`config.mk`:
```
export PLATFORM = sky130hd
export DESIGN_NAME = rsbs_ram
export DESIGN_NICKNAME = d
export VERILOG_FILES = /design/src/rtl/core/rsbs_ram.sv
export SDC_FILE = /design/constraint.sdc
export NUM_CORES = 1
export LEC_CHECK = 0
export BUFFER_PORTS_ARGS = -buffer_cell sky130_fd_sc_hd__buf_2
export CORE_UTILIZATION = 30
export CTS_CLUSTER_SIZE = 12
export DETAILED_ROUTE_END_ITERATION = 6
export REMOVE_ABC_BUFFERS = 1
export SETUP_SLACK_MARGIN = 0.15
export SLEW_MARGIN = 25
export SYNTH_ARGS = -nofsm -noshare
export SYNTH_HDL_FRONTEND = slang
export SYNTH_SLANG_ARGS = --single-unit
export TNS_END_PERCENT = 10
```
`constraint.sdc`:
```
create_clock -name clk -period 3.5 [get_ports clk]
set_input_delay 0.525 -clock clk [delete_from_list [all_inputs] [get_ports clk]]
set_output_delay 0.525 -clock clk [all_outputs]
set_load 0.01 [all_outputs]
```
`src/rtl/core/rsbs_ram.sv`:
```
// Generic simple dual-port RAM: one write port, one registered read port.
`default_nettype none
module rsbs_ram #(
  parameter int W     = 8,
  parameter int DEPTH = 16,
  localparam int AW   = (DEPTH > 1) ? $clog2(DEPTH) : 1
) (
  input  wire logic          clk,
  input  wire logic          we,
  input  wire logic [AW-1:0] waddr,
  input  wire logic [W-1:0]  wdata,
  input  wire logic [AW-1:0] raddr,
  output logic      [W-1:0]  rdata
);

  logic [W-1:0] mem [DEPTH];
  logic [W-1:0] rdata_r;

  always_ff @(posedge clk) begin
    if (we) begin
      mem[waddr] <= wdata;
    end
    rdata_r <= mem[raddr];
  end

  assign rdata = rdata_r;

endmodule
`default_nettype wire

```
==> flow_summary.yaml, run 1 <==
floorplan:
  die_h_um: 133
  core_area_sq_mm: 0.0166
  num_io_pins: 26
  die_w_um: 133
  initial_core_util_pct: 30.9
  fp-row-count: 47
  die_area_sq_mm: 0.0177
placement:
  hpwl_mm: 6.34
  placed_cells: 470
  post-place-ws_ns: 1.22
  gp_congestion: 0.701
  portBuffers: 25
finish:
  instances_no_fill: 502
  regArea_sq_mm: 0.00400
  multi_input_area_sq_mm: 0.00106
  n_antenna_cell: 0
  fill_cells: 1507
  drive_gt1_share_pct: 28.7
  syn_to_final_growth_pct: 19.6
  nNetsFinal: 287
  final_util_pct: 37.0
min_path:
  min_from: "wdata[7]"
  hp-class: "in2reg"
  hold_depth: 1
  hold_end: "mem[14][7]$_DFFE_PP_"
sta:
  timing.fmax_mhz: 553
  fin_skew_ns: 0.00704
  fin_ws_ns: 1.69
  tns_ns: 0
  min_period_ns: 1.81
  fin_hold_ws_ns: 0.504
  relSlewSlack_pct: 34.8
  rsz0062_at_grt: "no"
  tightest_slew_ns: 0.974
  final.period_utilization_pct: 51.7
  hold_viol: 0
  finalMaxSlewViolations: 0
  finalSetupViolations: 0
route:
  dr.pass1.iters: 4
  antenna_left: 0
  wirelength_mm: 9.64
  viasPerCell: 4.71
  drtIter0Drc: 198
  drc: 0
  wl_per_cell_um: 19.2
  via_count: 2364
clock_tree:
  clk_pin_slew_worst_paths_ns: 0.06
  post_cts_buffers: 0
  clk_latency_ns: 0.41
  ctsRootBufferMaster: "clkbuf_16"
  clock-sinks: 136
  cts_inserted_buffers: 17
  h-tree-depth: 4
  holdBufCountCts: 0
  cts_tree: "built"
  cts_buffer_depth: 2
  cts_resized: 0
worst_setup_path:
  required_ns: 3.53
  crit_fanout: 8
  worstReg2RegEnd: "rdata[3]$_DFF_P_"
  cp_data_arrival_time_ns: 1.84
  r2r_cells: 3
  reg2reg_slack_ns: 2.20
  worstSetupStartpointType: "input port"
  crit-reg2reg-launch: "mem[5][3]$_DFFE_PP_"
  end_kind: "flip-flop"
  path_class: "in2reg"
pwr:
  peakVddDrop_mv: 0.328
  p_leak_uw: 0.00202
  power.density_mw_per_mm2: 638
yosys:
  synthesis.area_sq_mm: 0.00515
  synthCells: 229
  yosys_warnings: 0
  yosysSeqAreaShare_pct: 77.8
  syn_avg_cell_area_sq_um: 22.5
  synth.distinct_cells: 19
  yosys_register_bits: 136
run_status:
  status: "complete, no violations"
global_routing:
  grt_pass1_vias: 2534
  grt_pass1_wl_mm: 14.9
  grt_max_degree: 33
  antenna_found_initial: 0
  grt_overflow: 0
  grt_util_all_layers_pct: 11.9
run:
  drv_cap: 0
-- Yosys cell counts --
library cell / number / share of area, %
mux4_1: 14 / 7.1
buf_6: 3 / 0.66
nor2_1: 13 / 0.95
nor3_1: 4 / 0.39
nand2b_1: 2 / 0.24
edfxtp_1: 128 / 75
nor2b_1: 1 / 0.12
nand3b_1: 2 / 0.29
a22oi_1: 16 / 2.3
nand3_1: 1 / 0.097
and2_1: 1 / 0.12
buf_2: 3 / 0.29
clkdlybuf4s25_2: 3 / 0.58
buf_4: 1 / 0.15
nand2_1: 9 / 0.66
dfxtp_1: 8 / 3.1
mux4_2: 18 / 7.9
and2b_1: 1 / 0.15
or3b_2: 1 / 0.17
-- through the flow --
stage                     total power (uW)  cell area, sq um
after floorplan                       1940              5060
after global placement                2030              5510
after detailed placement              2030              5510
after CTS                             3960              6160
after global routing                  4040              6160
final                                 3930              6160
-- worst max-delay path: stages --
cell,delay [ns]
buf_2,0.11
or3b_2,0.51
nor2_1,0.68
-- cells by family (layout without fill, tap and decap cells) --
| kind of cell | count (synthesis) | in the layout | share of synthesized area (%) |
|---|---|---|---|
| mux | 32 | 32 | 15.0 |
| flops | 136 | 136 | 77.8 |
| buf+inv | 10 | 63 | 1.68 |
| simple gates | 35 | 35 | 3.18 |
| compound gates | 16 | 16 | 2.33 |
-- worst max-delay path by stage --
| stage | from | endpoint | slack (ns) | depth (start not counted) |
|---|---|---|---|---|
| CTS | raddr[0] | rdata[4]$_DFF_P_ | 1.66 | 5 |
| global placement | raddr[0] | rdata[0]$_DFF_P_ | 1.18 | 5 |
| floorplan | waddr[2] | mem[0][0]$_DFFE_PP_ | 1.48 | 2 |
| finish | waddr[2] | mem[3][2]$_DFFE_PP_ | 1.69 | 3 |
| detailed placement | raddr[0] | rdata[0]$_DFF_P_ | 1.22 | 5 |
| global route | raddr[0] | rdata[4]$_DFF_P_ | 1.58 | 5 |
-- power breakdown --
part	internal, uW	total, uW	switching, uW
Sequential	1820	1830	11.8
Clock	1270	1930	664
Combinational	67.0	160	93.5
Total	3160	3930	770
-- sequential cells by signal, summed over array words and instances (netlist names) --
signal and cells:
mem 128, rdata 8
-- cell usage in the layout (no fill, tap or decap) --
cell type,Yosys,routed
a22oi_1,16,16
and2_1,1,1
and2b_1,1,1
buf_2,3,25
buf_4,1,6
bufinv_16,0,5
clkbuf_1,0,1
clkbuf_16,0,17
clkinv_4,0,2
clkinvlp_4,0,5
dfxtp_1,8,8
edfxtp_1,128,128
inv_6,0,2
mux4_1,14,14
mux4_2,18,18
nand2_1,9,9
nand2b_1,2,2
nand3_1,1,1
nand3b_1,2,2
nor2_1,13,13
nor2b_1,1,1
nor3_1,4,4
or3b_2,1,1
-- layout make-up --
cell class / instances / share of cell area [%]
Multi-Input combinational cell: 83 / 17.2
Timing Repair Buffer: 31 / 2.76
Clock buffer: 18 / 6.97
Sequential cell: 136 / 65.0
Clock inverter: 14 / 3.62
Tap cell: 220 / 4.47
-- routing by layer --
layer	routed length, um	share of wire, %	vias up	track usage, %
met3	487	5.1	2	3.91
li1	-	-	1055	-
met1	4460	46	1246	15.9
met5	0	0	-	0
met2	4660	48	61	18.1
met4	38	0.39	0	4.47
Note: power is estimated with default switching activity, not from simulation.
==> inputs of run 2 (changes only) <==
clock period = 1.7 ns   (was 3.5 ns; I/O delays follow)
==> run 2 against run 1 <==
Sequential share of layout area fell by 0.24 points. Clock skew fell by 0.0011 ns. Wire length rose by 5.8%. Die area did not move. Global-route usage rose by 0.55 points. Final cell count rose by 3.2%. Power rose by 87%. Count of clock-buffer cells in the layout rose by 5. Register-to-register slack got worse by 1.8 ns. Critical endpoint is now rdata[1]$_DFF_P_. Largest cell class unchanged. Highest routed layer is now met5.
==> flow_summary.yaml, run 2 (synthesis results as in run 1) <==
floorplan:
  die_area_sq_mm: 0.0177
  die_w_um: 133
  initial_core_util_pct: 30.9
  num_io_pins: 26
  fp-row-count: 47
  core_area_sq_mm: 0.0166
  die_h_um: 133
route:
  dr.pass1.iters: 4
  wl_per_cell_um: 19.7
  drtIter0Drc: 189
  drc: 0
  viasPerCell: 4.78
  antenna_left: 0
  via_count: 2477
  wirelength_mm: 10.2
worst_setup_path:
  reg2reg_slack_ns: 0.35
  crit_chain: "mux4_1 -> a22oi_1 -> nand2_1"
  cp_data_arrival_time_ns: 1.64
  cp.buffers_inverters: 0
  slowest_stage: "mux4_1"
  critPathTopFamily: "multiplexers"
  worstSetupStartpointType: "flip-flop"
  max_stage_delay_ns: 0.51
  required_ns: 1.99
  path_class: "reg2reg"
  crit_fanout: 1
  end_kind: "flip-flop"
sta:
  finalSetupViolations: 0
  min_period_ns: 1.35
  finalMaxSlewViolations: 0
  fin_skew_ns: 0.00592
  final.period_utilization_pct: 79.4
  timing.fmax_mhz: 741
  rsz0062_at_grt: "no"
  relSlewSlack_pct: 69.6
  tightest_slew_ns: 0.455
  hold_viol: 0
finish:
  final_cell_mix: "edfxtp_1, buf_2, buf_4, mux4_2, clkbuf_16"
  largest_register: "mem"
  drive_gt1_share_pct: 31.9
  final_common_cell: "edfxtp_1"
  largest_reg_flops: 128
  syn_to_final_growth_pct: 20.1
  nNetsFinal: 303
  n_antenna_cell: 0
  final_util_pct: 37.1
min_path:
  hp-class: "in2reg"
clock_tree:
  clk_pin_slew_worst_paths_ns: 0.06
  cts_resized: 0
  cts_inserted_buffers: 17
  holdBufCountCts: 0
  post_cts_buffers: 0
  cts_tree: "built"
  h-tree-depth: 4
  cts_buffer_depth: 2
  clock-sinks: 136
  clk_latency_ns: 0.41
  ctsRootBufferMaster: "clkbuf_16"
global_routing:
  grt_overflow: 0
  grt_max_degree: 33
  grt_util_all_layers_pct: 12.5
  grt_pass1_vias: 2532
  grt_pass1_wl_mm: 15.5
  antenna_found_initial: 1
placement:
  gp_congestion: 0.686
  portBuffers: 25
pwr:
  p_leak_uw: 0.00209
  power.density_mw_per_mm2: 1190
  finalPower_uw: 7350
  peakVddDrop_mv: 0.693
run:
  drv_cap: 0
run_status:
  status: "complete, no violations"
## run 2: routing by layer
metal | vias up | GRT usage [%] | routed length, um
met1 | 1305 | 16.8 | 4660
met5 | - | 0 | 13
li1 | 1084 | - | -
met3 | 16 | 4.10 | 662
met4 | 2 | 4.98 | 140
met2 | 70 | 18.5 | 4720
## run 2: final cells by class
type	instances	area, sq um
clock inverters	9	51.3
multi-input cells	83	1060
repair buffers	47	315
well taps	220	275
fillers	1479	10500
flip-flops and latches	136	4000
clock buffers	23	478
## run 2: final timing paths
| kind | from | end | cells after the start |
|---|---|---|---|
| min reg2reg | mem[5][1]$_DFFE_PP_ | rdata[1]$_DFF_P_ | 3 |
| max | mem[9][1]$_DFFE_PP_ | rdata[1]$_DFF_P_ | 3 |
| min | wdata[5] | mem[12][5]$_DFFE_PP_ | 1 |
| max reg2reg | mem[9][1]$_DFFE_PP_ | rdata[1]$_DFF_P_ | 3 |
## run 2: per-stage QoR
step	TNS [ns]	instances	cell area, sq um	hold WS [ns]	worst slack (ns)
finish	0	518	6180	0.231	0.351
global route	0	518	6180	0.229	0.308
CTS	0	518	6180	0.218	0.327
detailed placement	0	486	5650	0.651	0.00595
global placement	0	486	5650	0.643	0.0293
floorplan	-0.383	219	5060	0.354	-0.0479
## run 2: power breakdown
group	switching [uW]	total (uW)	internal, uW	leakage [uW]
combinational	202	357	155	0.000595
clock	1250	3210	1960	0.000266
sequential	26.8	3780	3750	0.00122
