**src/rtl/core/rsbs_pkg.sv**
```systemverilog
// Package: record and channel payload types shared by the sort block.
`default_nettype none
package rsbs_pkg;

  localparam int MAX_RECORDS_DEF = 64;

  localparam int SCORE_W  = 10;
  localparam int ENROLL_W = 40;
  localparam int PHONE_W  = 34;

  typedef struct packed {
    logic [SCORE_W-1:0]  score;
    logic [ENROLL_W-1:0] enrollment;
    logic [PHONE_W-1:0]  phone;
  } rec_t;

  localparam int REC_W = $bits(rec_t);

  typedef struct packed {
    logic [SCORE_W-1:0]  score;
    logic [ENROLL_W-1:0] enrollment;
    logic [PHONE_W-1:0]  phone;
    logic                final_item;
  } in_item_t;

  typedef struct packed {
    logic [SCORE_W-1:0]  out_score;
    logic [ENROLL_W-1:0] out_enrollment;
    logic [PHONE_W-1:0]  out_phone;
    logic                overflowed;
    logic                last_out;
  } out_item_t;

endpackage
`default_nettype wire

```
**src/rtl/core/rsbs_seq.sv**
```systemverilog
// Sequencer: load, exchange sort over the record RAM, and result emission.
`default_nettype none
module rsbs_seq #(
  parameter int MAX_RECORDS = rsbs_pkg::MAX_RECORDS_DEF,
  localparam int AW = $clog2(MAX_RECORDS),
  localparam int CW = $clog2(MAX_RECORDS + 1)
) (
  input  wire logic               clk,
  input  wire logic               rst_n,
  input  wire logic               in_valid,
  output logic                    in_stall,
  input  wire rsbs_pkg::in_item_t in_data,
  output logic                    out_valid,
  input  wire logic               out_stall,
  output rsbs_pkg::out_item_t     out_data,
  output logic                    mem_we,
  output logic [AW-1:0]           mem_waddr,
  output rsbs_pkg::rec_t          mem_wdata,
  output logic [AW-1:0]           mem_raddr,
  input  wire rsbs_pkg::rec_t     mem_rdata
);
  import rsbs_pkg::*;

  localparam logic [2:0] S_IDLE  = 3'd0;
  localparam logic [2:0] S_KLD   = 3'd1;
  localparam logic [2:0] S_LRUN  = 3'd2;
  localparam logic [2:0] S_KWR   = 3'd3;
  localparam logic [2:0] S_ERD   = 3'd4;
  localparam logic [2:0] S_EWT   = 3'd5;
  localparam logic [2:0] S_EHOLD = 3'd6;

  localparam logic [CW-1:0] MAX_CNT = CW'(MAX_RECORDS);

  logic [2:0]    state_r, state_nxt;
  logic [CW-1:0] cnt_r, cnt_nxt;
  logic          ovf_r, ovf_nxt;
  logic [CW-1:0] k_r, k_nxt;
  logic [CW-1:0] l_r, l_nxt;
  logic [CW-1:0] e_r, e_nxt;
  logic          out_valid_r, out_valid_nxt;
  rec_t          cur_r, cur_nxt;
  out_item_t     out_r, out_nxt;

  logic [CW-1:0] n_load;
  logic [CW-1:0] kp1, kp2, lp1, ep1;

  assign kp1 = k_r + CW'(1);
  assign kp2 = k_r + CW'(2);
  assign lp1 = l_r + CW'(1);
  assign ep1 = e_r + CW'(1);

  always_comb begin
    state_nxt     = state_r;
    cnt_nxt       = cnt_r;
    ovf_nxt       = ovf_r;
    k_nxt         = k_r;
    l_nxt         = l_r;
    e_nxt         = e_r;
    out_valid_nxt = out_valid_r;
    cur_nxt       = cur_r;
    out_nxt       = out_r;
    n_load        = cnt_r;
    mem_we        = 1'b0;
    mem_waddr     = cnt_r[AW-1:0];
    mem_wdata     = '{score: in_data.score, enrollment: in_data.enrollment,
                      phone: in_data.phone};
    mem_raddr     = '0;
    case (state_r)
      S_IDLE: begin
        if (in_valid) begin
          if (cnt_r < MAX_CNT) begin
            mem_we  = 1'b1;
            n_load  = cnt_r + CW'(1);
            cnt_nxt = n_load;
          end else begin
            ovf_nxt = 1'b1;
          end
          if (in_data.final_item) begin
            k_nxt = '0;
            e_nxt = '0;
            if (n_load >= CW'(2)) begin
              state_nxt = S_KLD;
            end else begin
              state_nxt = S_ERD;
            end
          end
        end
      end
      S_KLD: begin
        cur_nxt   = mem_rdata;
        l_nxt     = kp1;
        mem_raddr = kp1[AW-1:0];
        state_nxt = S_LRUN;
      end
      S_LRUN: begin
        mem_raddr = lp1[AW-1:0];
        if (mem_rdata.score > cur_r.score) begin
          mem_we    = 1'b1;
          mem_waddr = l_r[AW-1:0];
          mem_wdata = cur_r;
          cur_nxt   = mem_rdata;
        end
        if (lp1 < cnt_r) begin
          l_nxt = lp1;
        end else begin
          state_nxt = S_KWR;
        end
      end
      S_KWR: begin
        mem_we    = 1'b1;
        mem_waddr = k_r[AW-1:0];
        mem_wdata = cur_r;
        mem_raddr = kp1[AW-1:0];
        if (kp2 < cnt_r) begin
          k_nxt     = kp1;
          state_nxt = S_KLD;
        end else begin
          e_nxt     = '0;
          state_nxt = S_ERD;
        end
      end
      S_ERD: begin
        mem_raddr = e_r[AW-1:0];
        state_nxt = S_EWT;
      end
      S_EWT: begin
        out_nxt = '{out_score: mem_rdata.score, out_enrollment: mem_rdata.enrollment,
                    out_phone: mem_rdata.phone, overflowed: ovf_r,
                    last_out: (ep1 == cnt_r)};
        out_valid_nxt = 1'b1;
        state_nxt     = S_EHOLD;
      end
      S_EHOLD: begin
        if (!out_stall) begin
          out_valid_nxt = 1'b0;
          if (out_r.last_out) begin
            cnt_nxt   = '0;
            ovf_nxt   = 1'b0;
            state_nxt = S_IDLE;
          end else begin
            e_nxt     = ep1;
            mem_raddr = ep1[AW-1:0];
            state_nxt = S_EWT;
          end
        end
      end
      default: begin
        state_nxt = S_IDLE;
      end
    endcase
  end

  always_ff @(posedge clk) begin
    if (!rst_n) begin
      state_r     <= S_IDLE;
      cnt_r       <= '0;
      ovf_r       <= 1'b0;
      k_r         <= '0;
      l_r         <= '0;
      e_r         <= '0;
      out_valid_r <= 1'b0;
    end else begin
      state_r     <= state_nxt;
      cnt_r       <= cnt_nxt;
      ovf_r       <= ovf_nxt;
      k_r         <= k_nxt;
      l_r         <= l_nxt;
      e_r         <= e_nxt;
      out_valid_r <= out_valid_nxt;
    end
  end

  always_ff @(posedge clk) begin
    cur_r <= cur_nxt;
    out_r <= out_nxt;
  end

  assign in_stall  = (state_r != S_IDLE);
  assign out_valid = out_valid_r;
  assign out_data  = out_r;

  a_cnt_bound: assert property (@(posedge clk) disable iff (!rst_n)
    cnt_r <= MAX_CNT)
    else $error("record count above capacity");

  a_no_write_emit: assert property (@(posedge clk) disable iff (!rst_n)
    out_valid_r |-> !mem_we)
    else $error("RAM write while a result is pending");

  a_scan_range: assert property (@(posedge clk) disable iff (!rst_n)
    (state_r == S_LRUN) |-> (l_r < cnt_r && k_r < l_r))
    else $error("scan index outside the loaded set");

  a_last_idle: assert property (@(posedge clk) disable iff (!rst_n)
    (out_valid_r && !out_stall && out_r.last_out) |=> (!in_stall && cnt_r == '0))
    else $error("block not empty after the final transfer");

endmodule
`default_nettype wire

```
**config.mk**
```make
export PLATFORM = sky130hd
export DESIGN_NAME = rsbs_seq
export DESIGN_NICKNAME = d
export VERILOG_FILES = /design/src/rtl/core/rsbs_pkg.sv /design/src/rtl/core/rsbs_seq.sv
export SDC_FILE = /design/constraint.sdc
export NUM_CORES = 1
export LEC_CHECK = 0
export ABC_AREA = 1
export BUFFER_PORTS_ARGS = -buffer_cell sky130_fd_sc_hd__buf_2
export CAP_MARGIN = 20
export CORE_MARGIN = 2
export CORE_UTILIZATION = 48
export CTS_BUF_LIST = sky130_fd_sc_hd__clkbuf_8
export DETAILED_ROUTE_END_ITERATION = 8
export PLACE_DENSITY = 0.79
export RECOVER_POWER = 50
export SYNTH_ARGS = -nofsm -noshare
export SYNTH_HDL_FRONTEND = slang
export SYNTH_SLANG_ARGS = --single-unit
```
**constraint.sdc**
```tcl
create_clock -name clk -period 4.9 [get_ports clk]
set_input_delay 0.735 -clock clk [delete_from_list [all_inputs] [get_ports clk]]
set_output_delay 0.735 -clock clk [all_outputs]
set_load 0.1 [all_outputs]
```
==> flow_summary.ini <==
[floorplan]
io-pin-count = 358
die_area_um2 = 25000
row_count = 56
core-area_um2 = 23400
die_x_um = 158
initial_utilization_pct = 48.6
die_y_um = 158

[yosys]
synth_area_leaders = edfxtp_1 45%, nand2_1 10%, inv_1 9.7%
synth_flop_cell = edfxtp_1
ys_types = 40
syn-num-nets = 1559
synth_area_leader_cell = edfxtp_1
synth_edf_count = 170
async_reset_ff_share_pct = 0
netlist_instances = 1359
synthTopCellsByCount = 306 x nand2_1, 295 x inv_1, 200 x nand3_1
yosysSeqAreaShare_pct = 50.6
ys_ff_latch = 203
synth_top_area_share_pct = 44.8
synth.avg_cell_area_um2 = 8.38
ys_warn_count = 0
syn_area_um2 = 11400
synth.most_common_cell = nand2_1

[sta]
fin_crit_sh_pct = 89.2
final.setup_skew_ns = 0.0420
max_clock_freq_ghz = 0.229
timing.final.ws_setup_ns = 0.532
final-setup-viol-count = 0
worst_pin_slew_ns = 3.18
maxSlewViolCount = 84
grt_setup_unrepaired = no
tns_ns = 0
period_needed_ns = 4.37
relSlewSlack_pct = -112
hold_viol_final = 0

[global_route]
grt_max_degree = 84
met2_usage_pct = 46.6
grt_pass1_vias = 10431
top_usage_layer = met2
gr-usage-met3_pct = 7.23
grt_use_total_pct = 28.0
antenna_found_initial = 2
use_met1_pct = 33.9
grt_overflow_total = 0
grt_pass1_wl_mm = 54.4

[detailed_routing]
dr.pass1.iters = 6
vias_per_cell = 5.30
ant_nets = 0
drtIter0Drc = 922
vias = 10834
wirelength_mm = 35.7
route.detailed.drc = 0
detail_route.wl_per_cell_um = 17.5

[cts]
clk_pin_slew_worst_paths_ns = 0.06
cts_root_buf = clkbuf_8
cts_hold_buf = 0
clk_path_buf_depth = 3
clock_latency_ns = 0.54
cts_tree = built
numCtsBuffers = 37
cts_resized = 0
clkSinkCount = 203
h-tree-depth = 2
postCtsSetupBuffers = 0

[worst_setup_path]
critPathCaptureType = flip-flop
cp.required_ns = 4.94
crit_fanout = 52
crit_type = flip-flop to flip-flop
crit_arrival_ns = 4.41
startpoint_type = flip-flop

[run_status]
violations = capacitance limit, slew limit
status = finished with violations

[cells_and_area]
stdcell_area_um2 = 13800
final_core_util_pct = 59.0
nets = 1900
syn_to_final_growth_pct = 21.3
drive_above_1_share_pct = 21.5

[power]
leakage_nw = 6.81
p_total_mw = 8.33
p_per_area_nw_per_um2 = 603
vdd_drop_max_uv = 603

[flow_run]
maxCapViolCount = 2

[place]
io_buffer_count = 357
pre_cts_slack_ns = 0.739
hpwlAfterDp_mm = 25.5
placed_area_um2 = 13300
place.gp.congestion = 0.912

[min_path]
hp-class = input port to flip-flop
-- cell type report --
cell class                      count  area (um^2)
Inverter                          304         1150
Clock buffer                       39          537
Clock inverter                     23          100
Sequential cell                   203         5770
Antenna cell                        2         5.00
Fill cell                        2170         9590
Timing Repair Buffer              370         1810
Tap cell                          319          399
Multi-Input combinational cell    784         4050
-- through the flow --
stage / instances / hold WS, ns
2_1_floorplan: 1359 / 0.409
3_3_place_gp: 1979 / 0.437
3_5_place_dp: 1980 / 0.436
4_1_cts: 2042 / 0.356
5_1_grt: 2042 / 0.363
6_report: 2044 / 0.389
-- cell families (layout without fill, tap and decap cells) --
logic type,after synthesis,in the layout,synth area share (%)
XOR/XNOR,15,15,1.15
adder cells (fa/ha/maj),27,27,2.97
flip-flops,203,203,50.6
AND/OR/NAND/NOR,587,587,23.1
other,0,2,0
buffers and inverters,372,736,13.8
AO/OA/AOI/OAI,155,155,8.31
-- layout by cell type (no fill, tap or decap), drive strengths merged, types with 6 or more instances in the layout --
master    n
o22ai    83
a21oi    36
xor2     14
ha       27
edfxtp  170
inv     322
nand2   315
o21ai    25
buf     294
nor2     45
nand4    14
clkbuf  115
nand3   205
nor3      6
dfxtp    33
-- state kept, by name, summed over array words and instances, names as in the netlist --
name,flops
k_r,7
state_r,3
l_r,7
e_r,7
cur_r,84
out_valid,1
ovf_r,1
out_data,86
cnt_r,7
-- routing by layer --
layer	wire, um	share of wire (%)
met5	0	0
met4	1740	4.9
met3	3490	9.8
met2	17500	49
met1	13000	36
-- power by group --
group | switching, mW | internal, mW
registers | 0.107 | 2.15
logic | 3.84 | 0.814
clock network | 0.693 | 0.734
-- worst paths after layout --
kind / cells after the start / endpoint / slack [ns] / start
max reg2reg: 4 / out_data[67] / 0.53 / state_r[1]
max: 4 / out_data[67] / 0.53 / state_r[1]
min reg2reg: 0 / out_data[1] / 0.45 / ovf_r
min: 1 / out_data[18] / 0.39 / mem_rdata[16]
-- worst max-delay path: stages (launching register included) --
cell	delay [ns]
dfxtp_1	0.34
clkinvlp_2	0.25
nand2_1	0.13
nor2_1	0.84
clkbuf_1	2.31
Power figures use the tool's default switching activity.
